File: config.mk
export PLATFORM = sky130hd
export DESIGN_NAME = byte_text_encoder_base64_hex_flat
export DESIGN_NICKNAME = d
export VERILOG_FILES = /design/src/design/bte_pkg.sv /design/src/design/bte_if.sv /design/src/design/byte_text_encoder_base64_hex.sv /design/src/design/bte_front.sv /design/src/design/bte_queue.sv /design/src/design/bte_back.sv /design/src/flat_wrapper.sv
export SDC_FILE = /design/constraint.sdc
export NUM_CORES = 1
export LEC_CHECK = 0
export BUFFER_PORTS_ARGS = -buffer_cell sky130_fd_sc_hd__buf_2
export CORE_MARGIN = 4
export CORE_UTILIZATION = 50
export DETAILED_ROUTE_END_ITERATION = 16
export PLACE_DENSITY_LB_ADDON = 0.05
export SETUP_SLACK_MARGIN = 0.15
export SLEW_MARGIN = 15
export SYNTH_ARGS = -nofsm -noshare
export SYNTH_HDL_FRONTEND = slang
export SYNTH_SLANG_ARGS = --single-unit
File: constraint.sdc
create_clock -name clock -period 4.4 [get_ports clock]
set_clock_uncertainty 0.1 [all_clocks]
set_input_delay 0 -clock clock [delete_from_list [all_inputs] [get_ports clock]]
set_output_delay 0 -clock clock [all_outputs]
set_load 0.01 [all_outputs]
File: src/design/bte_pkg.sv
// ----------------------------------------------------------------------------
// bte_pkg: shared types and constants for the byte text encoder
// Holds the format codes, the character tables and the job record that
// travels from the front end to the back end through the job queue.
// ----------------------------------------------------------------------------
package bte_pkg;

   // Output format codes, as written in the format register
   localparam logic [1:0] FMT_RAW = 2'd0;
   localparam logic [1:0] FMT_HEX = 2'd1;
   localparam logic [1:0] FMT_B64 = 2'd2;

   // Character tables, entry 0 in the leftmost position
   localparam logic [0:63][7:0] B64_ALPHABET =
      "ABCDEFGHIJKLMNOPQRSTUVWXYZabcdefghijklmnopqrstuvwxyz0123456789+/";
   localparam logic [0:15][7:0] HEX_DIGITS = "0123456789abcdef";
   localparam logic [7:0]       PAD_CHAR   = 8'h3D;

   // One encoded job: up to four characters, emitted from index 0 upward
   typedef struct packed {
      logic [3:0][7:0] chars;
      logic [1:0]      last_idx;  // index of the final character of the job
      logic            last;      // job ends the message
   } job_type;

endpackage

File: src/design/bte_if.sv
// ----------------------------------------------------------------------------
// bte_if: request and response channel interfaces
// Valid/ready channels; an item moves on a clock edge with both high.
// ----------------------------------------------------------------------------
interface bte_req_if;
   logic       valid;
   logic       ready;
   logic [7:0] data_byte;
   logic       last_byte;

   modport source (output valid, output data_byte, output last_byte, input ready);
   modport sink   (input valid, input data_byte, input last_byte, output ready);
endinterface

interface bte_rsp_if;
   logic       valid;
   logic       ready;
   logic [7:0] out_char;
   logic       last_char;

   modport source (output valid, output out_char, output last_char, input ready);
   modport sink   (input valid, input out_char, input last_char, output ready);
endinterface

File: src/design/byte_text_encoder_base64_hex.sv
// ----------------------------------------------------------------------------
// byte_text_encoder_base64_hex: byte stream to raw, hex or base64 text
// Top level joining the front end, the job queue and the back end.
// ----------------------------------------------------------------------------
// Usage:
//   req_if carries one message byte per request with a last-of-message flag.
//   rsp_if carries one output character per item; last_char marks the final
//   character of a message. csr_write_enable/csr_write_data set the format
//   (0 raw, 1 hex, 2 base64 with padding, 3 acts as raw); write it only idle.
// Path: a taken request is written into the job queue, and the back end
//   then loads its first character from the queue head into the output
//   register. A base64 byte that only fills the group gives nothing.
// Throughput: one character per cycle, set by the single output register,
//   while rsp_if is ready. Raw: 1 char per byte, hex 2, base64 4 per 3 bytes.
// The front end keeps taking requests while the job queue has room, so a
//   stalled receiver holds the output register, then fills the queue, and
//   only then drops req_if.ready. Nothing is lost or repeated under stall.
// Reset (synchronous, active high) empties the queue and the output
//   register, drops any held base64 bytes and sets the format to raw.
// ----------------------------------------------------------------------------
module byte_text_encoder_base64_hex #(
   parameter int QUEUE_DEPTH = 2
) (
   input  logic       clock,
   input  logic       reset,
   input  logic       csr_write_enable,
   input  logic [1:0] csr_write_data,
   bte_req_if.sink    req_if,
   bte_rsp_if.source  rsp_if
);

   logic             queue_full;
   logic             job_push;
   logic             job_pop;
   logic             head_valid;
   bte_pkg::job_type push_job;
   bte_pkg::job_type head_job;

   bte_front u_front (
      .clock            (clock),
      .reset            (reset),
      .csr_write_enable (csr_write_enable),
      .csr_write_data   (csr_write_data),
      .req_valid        (req_if.valid),
      .req_ready        (req_if.ready),
      .req_data_byte    (req_if.data_byte),
      .req_last_byte    (req_if.last_byte),
      .queue_full       (queue_full),
      .job_push         (job_push),
      .job              (push_job)
   );

   bte_queue #(
      .DEPTH (QUEUE_DEPTH)
   ) u_queue (
      .clock      (clock),
      .reset      (reset),
      .push       (job_push),
      .push_job   (push_job),
      .full       (queue_full),
      .pop        (job_pop),
      .head_valid (head_valid),
      .head_job   (head_job)
   );

   bte_back u_back (
      .clock         (clock),
      .reset         (reset),
      .head_valid    (head_valid),
      .head_job      (head_job),
      .pop           (job_pop),
      .rsp_valid     (rsp_if.valid),
      .rsp_ready     (rsp_if.ready),
      .rsp_out_char  (rsp_if.out_char),
      .rsp_last_char (rsp_if.last_char)
   );

endmodule

File: src/design/bte_front.sv
// ----------------------------------------------------------------------------
// bte_front: request intake and classification
// Holds the format register and the base64 byte group, and turns each
// request that completes some output into a job of up to four characters.
// ----------------------------------------------------------------------------
module bte_front (
   input  logic             clock,
   input  logic             reset,
   input  logic             csr_write_enable,
   input  logic [1:0]       csr_write_data,
   input  logic             req_valid,
   output logic             req_ready,
   input  logic [7:0]       req_data_byte,
   input  logic             req_last_byte,
   input  logic             queue_full,
   output logic             job_push,
   output bte_pkg::job_type job
);

   logic [1:0]  format_ff, format_in;
   logic [15:0] held_bytes_ff, held_bytes_in;
   logic [1:0]  held_count_ff, held_count_in;
   logic        accept;
   logic        is_b64;
   logic [23:0] group;

   assign req_ready = !queue_full;
   assign accept    = req_valid && req_ready;
   assign is_b64    = (format_ff == bte_pkg::FMT_B64);
   assign job_push  = accept && (!is_b64 || held_count_ff == 2'd2 || req_last_byte);

   // Assemble the 24-bit base64 group, zero filled for short groups
   always_comb begin
      case (held_count_ff)
         2'd0:    group = {req_data_byte, 16'h0000};
         2'd1:    group = {held_bytes_ff[15:8], req_data_byte, 8'h00};
         default: group = {held_bytes_ff, req_data_byte};
      endcase
   end

   // Build the job for the current request
   always_comb begin
      job.chars    = {4{req_data_byte}};
      job.last_idx = 2'd0;
      job.last     = req_last_byte;
      case (format_ff)
         bte_pkg::FMT_HEX: begin
            job.chars[0] = bte_pkg::HEX_DIGITS[req_data_byte[7:4]];
            job.chars[1] = bte_pkg::HEX_DIGITS[req_data_byte[3:0]];
            job.last_idx = 2'd1;
         end
         bte_pkg::FMT_B64: begin
            job.chars[0] = bte_pkg::B64_ALPHABET[group[23:18]];
            job.chars[1] = bte_pkg::B64_ALPHABET[group[17:12]];
            job.chars[2] = (held_count_ff != 2'd0) ?
                           bte_pkg::B64_ALPHABET[group[11:6]] : bte_pkg::PAD_CHAR;
            job.chars[3] = (held_count_ff == 2'd2) ?
                           bte_pkg::B64_ALPHABET[group[5:0]] : bte_pkg::PAD_CHAR;
            job.last_idx = 2'd3;
         end
         default: begin
            job.chars[0] = req_data_byte;
         end
      endcase
   end

   // Update the held group: drop on any emitted job, else append the byte
   always_comb begin
      format_in     = csr_write_enable ? csr_write_data : format_ff;
      held_bytes_in = held_bytes_ff;
      held_count_in = held_count_ff;
      if (accept) begin
         if (job_push) begin
            held_bytes_in = 16'h0000;
            held_count_in = 2'd0;
         end else begin
            held_bytes_in = (held_count_ff == 2'd0) ? {req_data_byte, 8'h00}
                                                    : {held_bytes_ff[15:8], req_data_byte};
            held_count_in = held_count_ff + 2'd1;
         end
      end
   end

   always_ff @(posedge clock) begin
      if (reset) begin
         format_ff     <= bte_pkg::FMT_RAW;
         held_bytes_ff <= 16'h0000;
         held_count_ff <= 2'd0;
      end else begin
         format_ff     <= format_in;
         held_bytes_ff <= held_bytes_in;
         held_count_ff <= held_count_in;
      end
   end

endmodule

File: src/design/bte_queue.sv
// ----------------------------------------------------------------------------
// bte_queue: job queue between front end and back end
// Small FIFO of encoded jobs; the head is visible while not empty.
// ----------------------------------------------------------------------------
module bte_queue #(
   parameter int DEPTH = 2
) (
   input  logic             clock,
   input  logic             reset,
   input  logic             push,
   input  bte_pkg::job_type push_job,
   output logic             full,
   input  logic             pop,
   output logic             head_valid,
   output bte_pkg::job_type head_job
);

   localparam int PTR_W = (DEPTH > 1) ? $clog2(DEPTH) : 1;
   localparam int CNT_W = $clog2(DEPTH + 1);

   bte_pkg::job_type    slots_ff [DEPTH];
   logic [PTR_W-1:0]    wr_ptr_ff, wr_ptr_in;
   logic [PTR_W-1:0]    rd_ptr_ff, rd_ptr_in;
   logic [CNT_W-1:0]    count_ff, count_in;

   assign full       = (count_ff == CNT_W'(DEPTH));
   assign head_valid = (count_ff != '0);
   assign head_job   = slots_ff[rd_ptr_ff];

   // Advance pointers with wrap at the depth
   always_comb begin
      wr_ptr_in = wr_ptr_ff;
      rd_ptr_in = rd_ptr_ff;
      count_in  = count_ff;
      if (push) begin
         wr_ptr_in = (wr_ptr_ff == PTR_W'(DEPTH - 1)) ? '0 : wr_ptr_ff + PTR_W'(1);
      end
      if (pop) begin
         rd_ptr_in = (rd_ptr_ff == PTR_W'(DEPTH - 1)) ? '0 : rd_ptr_ff + PTR_W'(1);
      end
      if (push && !pop) begin
         count_in = count_ff + CNT_W'(1);
      end else if (pop && !push) begin
         count_in = count_ff - CNT_W'(1);
      end
   end

   always_ff @(posedge clock) begin
      if (reset) begin
         wr_ptr_ff <= '0;
         rd_ptr_ff <= '0;
         count_ff  <= '0;
      end else begin
         wr_ptr_ff <= wr_ptr_in;
         rd_ptr_ff <= rd_ptr_in;
         count_ff  <= count_in;
      end
   end

   // Store job payload
   always_ff @(posedge clock) begin
      if (push) begin
         slots_ff[wr_ptr_ff] <= push_job;
      end
   end

endmodule

File: src/design/bte_back.sv
// ----------------------------------------------------------------------------
// bte_back: character sequencer and output register
// Walks the head job one character per cycle into the response register
// while it is empty or taken; pops the job when its final character is loaded.
// ----------------------------------------------------------------------------
module bte_back (
   input  logic             clock,
   input  logic             reset,
   input  logic             head_valid,
   input  bte_pkg::job_type head_job,
   output logic             pop,
   output logic             rsp_valid,
   input  logic             rsp_ready,
   output logic [7:0]       rsp_out_char,
   output logic             rsp_last_char
);

   logic [1:0] idx_ff, idx_in;
   logic       valid_ff, valid_in;
   logic [7:0] char_ff, char_in;
   logic       last_ff, last_in;
   logic       load;
   logic       at_end;

   assign load   = head_valid && (!valid_ff || rsp_ready);
   assign at_end = (idx_ff == head_job.last_idx);
   assign pop    = load && at_end;

   assign rsp_valid     = valid_ff;
   assign rsp_out_char  = char_ff;
   assign rsp_last_char = last_ff;

   // Load next character, or drain the register when taken
   always_comb begin
      idx_in   = idx_ff;
      valid_in = valid_ff;
      char_in  = char_ff;
      last_in  = last_ff;
      if (load) begin
         valid_in = 1'b1;
         char_in  = head_job.chars[idx_ff];
         last_in  = head_job.last && at_end;
         idx_in   = at_end ? 2'd0 : idx_ff + 2'd1;
      end else if (rsp_ready) begin
         valid_in = 1'b0;
      end
   end

   always_ff @(posedge clock) begin
      if (reset) begin
         idx_ff   <= 2'd0;
         valid_ff <= 1'b0;
      end else begin
         idx_ff   <= idx_in;
         valid_ff <= valid_in;
      end
   end

   always_ff @(posedge clock) begin
      char_ff <= char_in;
      last_ff <= last_in;
   end

endmodule
File: src/flat_wrapper.sv
// flat-port wrapper written by rule: the top's interface ports become plain ports
module byte_text_encoder_base64_hex_flat 
#(
   parameter int QUEUE_DEPTH = 2
)
  (clock, reset, csr_write_enable, csr_write_data, req_if_valid, req_if_data_byte, req_if_last_byte, req_if_ready, rsp_if_valid, rsp_if_out_char, rsp_if_last_char, rsp_if_ready);
  bte_req_if req_if_i ();
  bte_rsp_if rsp_if_i ();
  input  logic clock;
  input  logic reset;
  input  logic csr_write_enable;
  input  logic [1:0] csr_write_data;
  input wire logic [$bits(req_if_i.valid)-1:0] req_if_valid;
  input wire logic [$bits(req_if_i.data_byte)-1:0] req_if_data_byte;
  input wire logic [$bits(req_if_i.last_byte)-1:0] req_if_last_byte;
  output wire logic [$bits(req_if_i.ready)-1:0] req_if_ready;
  output wire logic [$bits(rsp_if_i.valid)-1:0] rsp_if_valid;
  output wire logic [$bits(rsp_if_i.out_char)-1:0] rsp_if_out_char;
  output wire logic [$bits(rsp_if_i.last_char)-1:0] rsp_if_last_char;
  input wire logic [$bits(rsp_if_i.ready)-1:0] rsp_if_ready;
  assign req_if_i.valid = req_if_valid;
  assign req_if_i.data_byte = req_if_data_byte;
  assign req_if_i.last_byte = req_if_last_byte;
  assign req_if_ready = req_if_i.ready;
  assign rsp_if_valid = rsp_if_i.valid;
  assign rsp_if_out_char = rsp_if_i.out_char;
  assign rsp_if_last_char = rsp_if_i.last_char;
  assign rsp_if_i.ready = rsp_if_ready;
  byte_text_encoder_base64_hex #(.QUEUE_DEPTH(QUEUE_DEPTH)) u_core (.clock(clock), .reset(reset), .csr_write_enable(csr_write_enable), .csr_write_data(csr_write_data), .req_if(req_if_i), .rsp_if(rsp_if_i));
endmodule
==> metrics.yaml <==
antenna_found_initial: 0
cts_tree: "built"
fp.dieW_um: 119.2
pin_count: 27
grt_pass1_vias: 4610
start_util_pct: 51.28
ys_top_cells_by_area: "edfxtp_1 (36%), dfxtp_1 (9.1%), mux4_2 (5.5%)"
syn_area_um2: 6185
ys_ff_latch: 103
hp-class: "input port to register"
cts_buffers: 9
synth.distinct_cells: 73
synth_top_family_by_area: "compound AO/OA/AOI/OAI gates"
antennaDiodeCount: 0
clock_sinks: 103
insertion_delay_ps: 350
p_per_area_nw_per_um2: 445.7
globalRouteTotalUtil_pct: 23.35
netlist_top_cells_count: "edfxtp_1 (75), nor2_1 (56), nand2_1 (47)"
gp_congestion: 0.9878
synth-xor-area-share_pct: 1.558
clock_path_buffers: 2
setup_viol: 0
arrival_ps: 3470
layout_min_cycle_time_ps: 3386
register_area_um2: 2813
areaGrowthSynthToFinish_pct: 9.063
ys_async_sr_fraction_pct: 0
crit_fanout: 21
synth_top_area_share_pct: 36.42
tightest_slew_ps: 872.9
drv_slew: 0
dpl.hpwl_um: 11080
rsz0062_at_grt: "no"
synth_simple_gate_area_share_pct: 12.60
synth-main-ff-cell: "edfxtp_1"
cts_max_level: 3
synth_seq_area_share_pct: 45.48
leakagePower_nw: 2.394
die_area_um2: 14210
grt_pass1_wl_um: 25920
syn_inst: 605
multi_input_area_um2: 3059
synth_mux_area_share_pct: 8.901
peakVddDrop_uv: 166.8
synth.avg_cell_area_um2: 10.22
synth_area_leader_cell: "edfxtp_1"
post-place-cells: 761
firstDrtPassIters: 5
synth_nets: 641
startpoint_type: "register"
hold_viol: 0
route.detailed.drc: 0
port_buffers: 26
cts_root_buffer: "clkbuf_16"
max_cap_viol_count: 0
fin_setup_tns_ps: 0
worstSetupPathType: "register to register"
synth_edf_count: 75
drt-total-wl_um: 16210
yosysWarnings: 0
dr.first_iter.drc_count: 350
coreArea_um2: 12060
final_core_util_pct: 55.92
fillers: 1073
vias: 4903
grt_max_degree: 34
clkSlewWorstSetupHoldPaths_ps: 70
endpoint_kind: "register"
max_freq_ghz: 0.2953
synthMostInstantiatedCell: "edfxtp_1"
postRouteAntennaNets: 0
gr-total-overflow: 0
viasPerCell: 6.262
outcome: "complete, no violations"
drive_gt1_share_pct: 14.63
synth_adder_area_share_pct: 4.046
rows: 40
maxSlewHeadroom_pct: 41.36
min_period_over_period_pct: 76.95
synth_compound_area_share_pct: 22.27
wl_per_cell_um: 20.70
final_cells: 783
dieHeight_um: 119.2
final_nets: 646
critical_path_required_ps: 4480
-- layout by cell type, fill, tap and decap left out, drive strengths merged, types with 3 or more instances in the layout --
cell type / synthesis / layout
mux2i: 10 / 10
a221oi: 5 / 5
ha: 20 / 20
a22o: 7 / 7
and3: 4 / 4
mux2: 10 / 10
dfxtp: 28 / 28
nand2b: 9 / 9
xor2: 5 / 5
a21boi: 6 / 6
dlygate4sd3: 0 / 6
o31ai: 4 / 4
a31oi: 10 / 10
a211oi: 5 / 5
a21o: 4 / 4
buf: 19 / 32
o221ai: 4 / 4
o21ai: 42 / 42
and2: 5 / 5
a221o: 4 / 4
mux4: 15 / 15
a2bb2oi: 4 / 4
nor2b: 6 / 6
a22oi: 28 / 28
nor3: 15 / 15
clkbuf: 25 / 10
xnor2: 6 / 6
nor2: 58 / 58
edfxtp: 75 / 75
a21oi: 45 / 45
o32ai: 3 / 3
inv: 29 / 31
a32o: 4 / 4
nand3: 10 / 10
nand2: 47 / 47
nor3b: 3 / 3
a32oi: 3 / 3
-- cell type report --
| type | instances | share of cell area (%) |
|---|---|---|
| timing repair buffer | 38 | 3.487 |
| tap | 168 | 3.116 |
| clock buffer | 10 | 3.395 |
| inverter | 29 | 1.614 |
| clock inverter | 6 | 1.336 |
| sequential | 103 | 41.70 |
| multi-input combinational | 429 | 45.35 |
-- worst paths after layout --
kind | from | end | slack (ps) | cells past startpoint
worst max-delay path | u_core.u_front.held_count_ff[1] | u_core.u_queue.slots_ff[1][3] | 1010 | 11
worst min-delay path | reset | register | 20 | 2
worst max register to register | u_core.u_front.held_count_ff[1] | u_core.u_queue.slots_ff[1][3] | 1010 | 11
worst min register to register | u_core.u_back.rsp_valid | u_core.u_back.rsp_valid | 400 | 2
-- through the flow --
step	setup slack, ps	instance area [um2]	power, mW	hold slack, ps
after floorplan	1229	6185	1.929	-1.131
after global placement	1153	6364	2.159	133.5
after detailed placement	1058	6364	2.173	139.5
after CTS	1055	6743	3.034	16.51
after global routing	840.3	6745	3.167	35.97
final	1014	6745	3.007	15.37
-- metal layers --
metal	part of all wire, %	vias to the layer above	track usage (%)
li1	-	2301	-
met1	46	2423	34.46
met2	46	162	35.22
met3	6.1	17	3.799
met4	1.8	0	7.314
met5	0	-	0
-- flip-flops by register name, indices dropped and copies added (netlist names), named ones only --
signal / count
u_core.u_queue.count_ff: 2
u_core.u_front.held_count_ff: 2
u_core.u_queue.wr_ptr_ff: 1
u_core.u_back.rsp_out_char: 8
u_core.u_back.rsp_valid: 1
u_core.u_queue.slots_ff: 66
u_core.u_back.idx_ff: 2
u_core.u_back.rsp_last_char: 1
u_core.u_front.held_bytes_ff: 16
u_core.u_front.format_ff: 2
u_core.u_queue.rd_ptr_ff: 1
-- worst max-delay path, cell delays in order, from the launching register on --
cell and delay, ps:
dfxtp_1 340, inv_1 90, ha_1 620, buf_4 320, nand2b_4 260, a22o_1 270
inv_1 120, ha_1 270, nor3_1 240, a21oi_1 70, o221ai_1 260, a21boi_2 250
-- logic make-up after synthesis --
kind of cell / after synthesis
compound gates: 197
xor+xnor: 11
fa+ha+maj: 20
buf+inv: 73
flops: 103
mux: 35
simple gates: 166
-- power breakdown --
part	switching, mW	total, mW	internal, mW
Clock	0.360	0.863	0.502
Combinational	0.475	0.824	0.349
Sequential	0.0563	1.32	1.26
Total	0.891	3.01	2.12
-- timing repair --
item	4_1_cts	5_1_grt
hold endpoints to repair	5	0
resized for setup	0	0
hold buffers	6	0
buffers inserted	0	0
(Power assumes the default switching activity.)
